===== src/design/esckd_pkg.sv =====
`default_nettype none
package esckd_pkg;

  typedef enum logic [2:0] {
    PH_IDLE  = 3'd0,
    PH_ESC   = 3'd1,
    PH_CSI   = 3'd2,
    PH_SS3   = 3'd3,
    PH_ONE   = 3'd4,
    PH_TRAIL = 3'd5,
    PH_SKIP2 = 3'd6,
    PH_SKIP1 = 3'd7
  } phase_t;

  localparam logic ACT_BYTE    = 1'b0;
  localparam logic ACT_TIMEOUT = 1'b1;

  localparam logic [9:0] K_UP        = 10'd1001;
  localparam logic [9:0] K_DOWN      = 10'd1002;
  localparam logic [9:0] K_LEFT      = 10'd1003;
  localparam logic [9:0] K_RIGHT     = 10'd1004;
  localparam logic [9:0] K_HOME      = 10'd1005;
  localparam logic [9:0] K_END       = 10'd1006;
  localparam logic [9:0] K_BACKSPACE = 10'd1007;
  localparam logic [9:0] K_DELETE    = 10'd1008;
  localparam logic [9:0] K_TAB       = 10'd1009;
  localparam logic [9:0] K_ENTER     = 10'd1010;
  localparam logic [9:0] K_ESCAPE    = 10'd1011;
  localparam logic [9:0] K_PAGE_UP   = 10'd1012;
  localparam logic [9:0] K_PAGE_DOWN = 10'd1013;
  localparam logic [9:0] K_F1        = 10'd1014;
  localparam logic [9:0] K_F2        = 10'd1015;
  localparam logic [9:0] K_F3        = 10'd1016;
  localparam logic [9:0] K_F4        = 10'd1017;

  localparam logic [7:0] CH_BS    = 8'd8;
  localparam logic [7:0] CH_TAB   = 8'd9;
  localparam logic [7:0] CH_LF    = 8'd10;
  localparam logic [7:0] CH_CR    = 8'd13;
  localparam logic [7:0] CH_ESC   = 8'd27;
  localparam logic [7:0] CH_DEL   = 8'd127;
  localparam logic [7:0] CH_LBRK  = 8'h5B;  // '['
  localparam logic [7:0] CH_O     = 8'h4F;  // 'O'
  localparam logic [7:0] CH_TILDE = 8'h7E;  // '~'
  localparam logic [7:0] CH_SEMI  = 8'h3B;  // ';'
  localparam logic [7:0] CH_1     = 8'h31;
  localparam logic [7:0] CH_3     = 8'h33;
  localparam logic [7:0] CH_4     = 8'h34;
  localparam logic [7:0] CH_5     = 8'h35;
  localparam logic [7:0] CH_6     = 8'h36;
  localparam logic [7:0] CH_A     = 8'h41;
  localparam logic [7:0] CH_B     = 8'h42;
  localparam logic [7:0] CH_C     = 8'h43;
  localparam logic [7:0] CH_D     = 8'h44;
  localparam logic [7:0] CH_F     = 8'h46;
  localparam logic [7:0] CH_H     = 8'h48;
  localparam logic [7:0] CH_P     = 8'h50;
  localparam logic [7:0] CH_Q     = 8'h51;
  localparam logic [7:0] CH_R     = 8'h52;
  localparam logic [7:0] CH_S     = 8'h53;

  typedef struct packed {
    logic       action;
    logic [7:0] rx_byte;
  } item_t;

  typedef struct packed {
    logic       emit;
    logic [9:0] key;
  } result_t;

endpackage
`default_nettype wire


===== src/design/esckd_in_reg.sv =====
`default_nettype none
module esckd_in_reg
  import esckd_pkg::*;
(
  input  wire logic  clk,
  input  wire logic  rst_n,
  input  wire logic  in_valid,
  output logic       in_ready,
  input  wire item_t in_item,
  input  wire logic  consume,
  output logic       item_valid,
  output item_t      item
);

  logic  valid_r, valid_nxt;
  item_t item_r;

  assign in_ready = !valid_r || consume;

  always_comb begin
    valid_nxt = valid_r;
    if (in_valid && in_ready) begin
      valid_nxt = 1'b1;
    end else if (consume) begin
      valid_nxt = 1'b0;
    end
  end

  always_ff @(posedge clk) begin
    if (!rst_n) begin
      valid_r <= 1'b0;
    end else begin
      valid_r <= valid_nxt;
    end
  end

  always_ff @(posedge clk) begin
    if (in_valid && in_ready) begin
      item_r <= in_item;
    end
  end

  assign item_valid = valid_r;
  assign item       = item_r;

endmodule
`default_nettype wire


===== src/design/esckd_parser.sv =====
`default_nettype none
module esckd_parser
  import esckd_pkg::*;
(
  input  wire logic  clk,
  input  wire logic  rst_n,
  input  wire item_t item,
  input  wire logic  advance,
  output result_t    res
);

  phase_t     phase_r, phase_nxt;
  logic [9:0] pending_r, pending_nxt;
  logic       is_byte;
  logic [7:0] b;

  assign is_byte = (item.action == ACT_BYTE);
  assign b       = item.rx_byte;

  // next phase and pending key
  always_comb begin
    phase_nxt   = PH_IDLE;
    pending_nxt = pending_r;
    unique case (phase_r)
      PH_ESC: begin
        if (is_byte && b == CH_LBRK) begin
          phase_nxt = PH_CSI;
        end else if (is_byte && b == CH_O) begin
          phase_nxt = PH_SS3;
        end
      end
      PH_CSI: begin
        if (is_byte) begin
          unique case (b)
            CH_1: begin pending_nxt = K_HOME;      phase_nxt = PH_ONE;   end
            CH_3: begin pending_nxt = K_DELETE;    phase_nxt = PH_TRAIL; end
            CH_4: begin pending_nxt = K_END;       phase_nxt = PH_TRAIL; end
            CH_5: begin pending_nxt = K_PAGE_UP;   phase_nxt = PH_TRAIL; end
            CH_6: begin pending_nxt = K_PAGE_DOWN; phase_nxt = PH_TRAIL; end
            default: phase_nxt = PH_IDLE;
          endcase
        end
      end
      PH_ONE: begin
        if (is_byte && b == CH_SEMI) begin
          phase_nxt = PH_SKIP2;
        end
      end
      PH_SKIP2: phase_nxt = PH_SKIP1;
      PH_IDLE: begin
        if (is_byte && b == CH_ESC) begin
          phase_nxt = PH_ESC;
        end
      end
      PH_SS3, PH_TRAIL, PH_SKIP1: phase_nxt = PH_IDLE;
    endcase
  end

  // decoded key for this beat
  always_comb begin
    res.emit = 1'b0;
    res.key  = K_ESCAPE;
    unique case (phase_r)
      PH_ESC: begin
        res.emit = !(is_byte && (b == CH_LBRK || b == CH_O));
      end
      PH_CSI: begin
        res.emit = 1'b1;
        if (is_byte) begin
          unique case (b)
            CH_A: res.key = K_UP;
            CH_B: res.key = K_DOWN;
            CH_C: res.key = K_RIGHT;
            CH_D: res.key = K_LEFT;
            CH_H: res.key = K_HOME;
            CH_F: res.key = K_END;
            CH_1, CH_3, CH_4, CH_5, CH_6: res.emit = 1'b0;
            default: res.key = K_ESCAPE;
          endcase
        end
      end
      PH_SS3: begin
        res.emit = 1'b1;
        if (is_byte) begin
          unique case (b)
            CH_H: res.key = K_HOME;
            CH_F: res.key = K_END;
            CH_P: res.key = K_F1;
            CH_Q: res.key = K_F2;
            CH_R: res.key = K_F3;
            CH_S: res.key = K_F4;
            default: res.key = K_ESCAPE;
          endcase
        end
      end
      PH_ONE: begin
        // '~', stray byte or timeout all end as Home
        res.emit = !(is_byte && b == CH_SEMI);
        res.key  = K_HOME;
      end
      PH_SKIP2: res.emit = 1'b0;
      PH_TRAIL, PH_SKIP1: begin
        res.emit = 1'b1;
        res.key  = pending_r;
      end
      PH_IDLE: begin
        res.emit = is_byte && (b != CH_ESC);
        priority if (b == CH_TAB) begin
          res.key = K_TAB;
        end else if (b == CH_LF || b == CH_CR) begin
          res.key = K_ENTER;
        end else if (b == CH_BS || b == CH_DEL) begin
          res.key = K_BACKSPACE;
        end else begin
          res.key = {2'b00, b};
        end
      end
    endcase
  end

  always_ff @(posedge clk) begin
    if (!rst_n) begin
      phase_r   <= PH_IDLE;
      pending_r <= '0;
    end else if (advance) begin
      phase_r   <= phase_nxt;
      pending_r <= pending_nxt;
    end
  end

endmodule
`default_nettype wire


===== src/design/escape_sequence_key_decoder.sv =====
// Terminal escape-sequence key decoder.
// A beat sits in the input register; its key is then registered into out_*.
// Throughput: one beat per cycle unless a key waits on a stalled output; in_ready
// stays high while the output register is empty or drained in the same cycle.
// Reset (rst_n low, synchronous): parse phase idle, pending key zero,
// input and output registers empty.
`default_nettype none
module escape_sequence_key_decoder
  import esckd_pkg::*;
(
  input  wire logic       clk,
  input  wire logic       rst_n,
  input  wire logic       in_valid,
  output logic            in_ready,
  input  wire logic       in_action,
  input  wire logic [7:0] in_rx_byte,
  output logic            out_valid,
  input  wire logic       out_ready,
  output logic [9:0]      out_key_code
);

  item_t      in_item, item;
  logic       item_valid;
  logic       consume;
  result_t    res;
  logic       out_valid_r, out_valid_nxt;
  logic [9:0] key_r;

  assign in_item.action  = in_action;
  assign in_item.rx_byte = in_rx_byte;

  // a beat that yields no key never waits on the output side
  assign consume = item_valid && (!res.emit || !out_valid_r || out_ready);

  esckd_in_reg u_in_reg (
    .clk        (clk),
    .rst_n      (rst_n),
    .in_valid   (in_valid),
    .in_ready   (in_ready),
    .in_item    (in_item),
    .consume    (consume),
    .item_valid (item_valid),
    .item       (item)
  );

  esckd_parser u_parser (
    .clk     (clk),
    .rst_n   (rst_n),
    .item    (item),
    .advance (consume),
    .res     (res)
  );

  always_comb begin
    out_valid_nxt = out_valid_r;
    if (consume && res.emit) begin
      out_valid_nxt = 1'b1;
    end else if (out_ready) begin
      out_valid_nxt = 1'b0;
    end
  end

  always_ff @(posedge clk) begin
    if (!rst_n) begin
      out_valid_r <= 1'b0;
    end else begin
      out_valid_r <= out_valid_nxt;
    end
  end

  always_ff @(posedge clk) begin
    if (consume && res.emit) begin
      key_r <= res.key;
    end
  end

  assign out_valid    = out_valid_r;
  assign out_key_code = key_r;

endmodule
`default_nettype wire


===== config.mk =====
export PLATFORM = sky130hd
export DESIGN_NAME = escape_sequence_key_decoder
export DESIGN_NICKNAME = d
export VERILOG_FILES = /design/src/design/esckd_pkg.sv /design/src/design/esckd_in_reg.sv /design/src/design/esckd_parser.sv /design/src/design/escape_sequence_key_decoder.sv
export SDC_FILE = /design/constraint.sdc
export NUM_CORES = 1
export LEC_CHECK = 0
export ABC_AREA = 1
export ABC_CLOCK_PERIOD_IN_PS = 3600
export BUFFER_PORTS_ARGS = -buffer_cell sky130_fd_sc_hd__buf_2
export CORE_ASPECT_RATIO = 1.1
export CORE_UTILIZATION = 40
export CTS_CLUSTER_SIZE = 14
export DETAILED_ROUTE_END_ITERATION = 10
export PLACE_DENSITY = 0.63
export SLEW_MARGIN = 20
export SYNTH_ARGS = -nofsm -noshare
export SYNTH_HDL_FRONTEND = slang
export SYNTH_SLANG_ARGS = --single-unit

===== constraint.sdc =====
create_clock -name clk -period 3.6 [get_ports clk]
set_input_delay 0.72 -clock clk [delete_from_list [all_inputs] [get_ports clk]]
set_output_delay 0.72 -clock clk [all_outputs]
set_load 0.01 [all_outputs]

==> impl_metrics.csv <==
group,metric,value,unit
synth,ys_ff_latch,29,
synth,synth_area_per_cell,7.312,sq um
die,num_rows,25,
cts,clkSinkCount,29,
die,dieArea,0.004713,sq mm
power_and_ir_drop,p_leak,0.9543,nW
worst_setup_path,crit_required,2.88,ns
timing,post-route-period-util,0.7576,
power_and_ir_drop,power.total,0.9007,mW
power_and_ir_drop,pwr-share-comb,0.118,
global_routing,grt_pass1_wl,6.879,mm
power_and_ir_drop,powerDensity,437.1,mW/mm^2
synth,synthTopCellsByArea,"edfxtp_1 (30%), dfxtp_1 (12%), nand2_1 (11%)",
power_and_ir_drop,internal_power,0.6851,mW
timing,fin_skew,0.006682,ns
cells_and_area,syn2layout_area_growth,15.99,%
worst_setup_path,critPathCaptureType,"output pin",
cts,worst_skew_pair.late_latency,0.29,ns
cells_and_area,diodes,0,
worst_setup_path,start_kind,"flip-flop",
routing,totalWireLength,4.098,mm
timing,fin_tns_setup,0,ns
placed_design,place.port_buffers,24,
worst_setup_path,critPathKind,"reg -> out",
die,core_area,0.004285,sq mm
cells_and_area,n_fill_cell,443,
power_and_ir_drop,ir_drop,0.0002878,V
power_and_ir_drop,pwr-share-seq,0.431,
timing,period_needed,2.727,ns
synth,yosysSeqAreaShare,0.4282,
routing,num_vias,1615,
die,die_y,71.90,um
synth,synthCells,243,
cells_and_area,nNetsFinal,283,
cts,cts_root_buf,"clkbuf_8",
status,status,"finished clean",
worst_setup_path,crit_path_cell_trace,"inv_2 -> nand2_1 -> nor2_1 -> nand2_1 -> nand2_1 -> nand2_1 -> nor2_2 -> nand2_2 -> nand2_1 -> inv_2 -> nand3_1 -> buf_2",
cts,ctsResizeCount,0,
cts,htreeDepth,2,
synth,yosys_warnings,0,
timing,max_slew.worst_pin.slew,0.4051,ns
global_routing,antenna_found_initial,0,
cts,numCtsBuffers,5,
worst_setup_path,crit_path_max_fanout,5,
die,io_pins,25,
cells_and_area,multiInputGateArea,820.8,sq um
global_routing,grt_usage,0.1987,
worst_setup_path,critPathMaxStageDelay,0.49,ns
power_and_ir_drop,power_switching,0.2156,mW
global_routing,grt_pass1_vias,1496,
run,cap_violations,0,
cts,cts_buffer_depth,2,
die,die-width,65.55,um
cells_and_area,drive_gt1_frac,0.1845,
timing,slew_headroom,0.7279,
routing,avgRoutedWirePerCell,12.61,um
cts,post_cts_buffers,0,
placed_design,gp_congestion,0.9619,
placed_design,dp_hpwl,3.274,mm
worst_setup_path,cpMostUsedCell,"nand2_1",
global_routing,grt.overflow.total,0,
power_and_ir_drop,pwr-share-clk,0.451,
timing,setup_violations,0,
routing,dr.pass1.iters,4,
routing,vias_per_cell,4.969,
cts,clk_pin_slew,0.07,ns
worst_hold_path,hold_class,"reg -> reg",
synth,netlist_area,0.001777,sq mm
synth,synth_largest_area_cell,"edfxtp_1",
cells_and_area,layout_common_cells,"nand2_1 (51), nor2_1 (40), inv_1 (38), buf_2 (24), edfxtp_1 (18)",
global_routing,grt_max_degree,11,
synth,syn_nets,256,
timing,hold_viol_final,0,
worst_setup_path,reg2reg_slack,1.34,ns
routing,drt.antenna.violating_nets,0,
cts,cts_tree,"done",
timing,rsz0062_at_grt,"no",
timing,max_freq,0.3666,GHz
routing,drcViolationCount,0,
power_and_ir_drop,swShare,0.2393,
timing,finalMaxSlewViolations,0,
worst_setup_path,arrival,2.01,ns
cts,cts_hold_buf,0,
die,initial_core_util,0.4146,
worst_setup_path,cp_slowest_cell,"edfxtp_1",
synth,synth_top_area_share,0.3042,
cells_and_area,layout_commonest_cell,"nand2_1",
routing,first_iter_violations,52,
synth,yosysUniqueCellTypes,28,
cells_and_area,seq_area,760.7,sq um
[cells in the mapped netlist]
cell type  count
nand4_1        8
nor3_4         1
edfxtp_1      18
o2111ai_1      1
a22oi_1        2
nor3_1         4
buf_4          2
nand2_1       51
o21ai_1        2
a31oi_1        1
o211ai_1       2
nor2_1        40
o31ai_1        1
o22ai_1        1
nor3_2         1
inv_2          4
nand3_1       13
a21oi_1       13
inv_1         38
nand3_2        1
buf_6          2
nand2_4        1
o21ai_0       14
a211oi_1       1
nor2_2         4
dfxtp_1       11
nand3_4        2
nand2_2        4
[cells by family after synthesis]
logic type | Yosys count | share of synthesized area
compound gates | 38 | 0.1190
buf+inv | 46 | 0.1099
flops | 29 | 0.4282
simple gates | 130 | 0.3429
[power groups by stage]
stage | combinational (mW) | clock [mW] | sequential, mW
2_1_floorplan | 0.0777 | 0 | 0.395
3_3_place_gp | 0.107 | 0 | 0.395
3_5_place_dp | 0.107 | 0 | 0.395
4_1_cts | 0.107 | 0.409 | 0.388
5_1_grt | 0.123 | 0.425 | 0.391
6_report | 0.107 | 0.406 | 0.388
[flip-flops by register name (all words and copies together) (netlist names)]
name	count
out_key_code	9
u_in_reg.item	9
u_parser.pending_r	6
u_parser.phase_r	3
out_valid	1
u_in_reg.item_valid	1
[metrics by stage]
step	setup slack (ns)	utilization	cells	hold slack, ns	cell area (sq um)
2_1_floorplan	1.548	-	243	0.4285	1777
3_3_place_gp	1.209	0.4496	317	0.4698	1927
3_5_place_dp	1.210	0.4496	317	0.4892	1927
4_1_cts	0.8813	0.4809	325	0.4987	2061
5_1_grt	0.6471	0.4809	325	0.5193	2061
6_report	0.8726	0.4809	325	0.4953	2061
[area by class of cell]
cell class                      instances  share of cell area
Sequential cell                        29              0.3692
Multi-Input combinational cell        168              0.3983
Clock buffer                            5             0.03339
Inverter                               42             0.07650
Timing Repair Buffer                   24             0.05829
Clock inverter                          3             0.03157
Tap cell                               54             0.03279
[worst max-delay path, delay by kind of cell, from the launching register on]
kind	cells	cell delay (ns)
buffers and inverters	3	0.34
DFF	1	0.49
and+or+nand+nor	9	0.88
[routing by layer]
metal	part of all wire	track usage	routed length [um]	vias to the layer above
li1	-	-	-	850
met4	0.037	0.09420	153	0
met2	0.45	0.3139	1853	52
met1	0.45	0.2470	1829	702
met5	0	0	0	-
met3	0.064	0.05975	262	11
[worst paths after layout]
path,from,endpoint,depth (start not counted)
worst min register to register,u_parser.phase_r[1]$_SDFFE_PN0P_,u_parser.phase_r[1]$_SDFFE_PN0P_,2
worst max register to register,u_in_reg.item[2]$_DFFE_PP_,u_in_reg.item[7]$_DFFE_PP_,13
worst max-delay path,u_in_reg.item[2]$_DFFE_PP_,in_ready,12
worst min-delay path,u_parser.phase_r[1]$_SDFFE_PN0P_,u_parser.phase_r[1]$_SDFFE_PN0P_,2
Note: power is estimated with default switching activity, not from simulation.
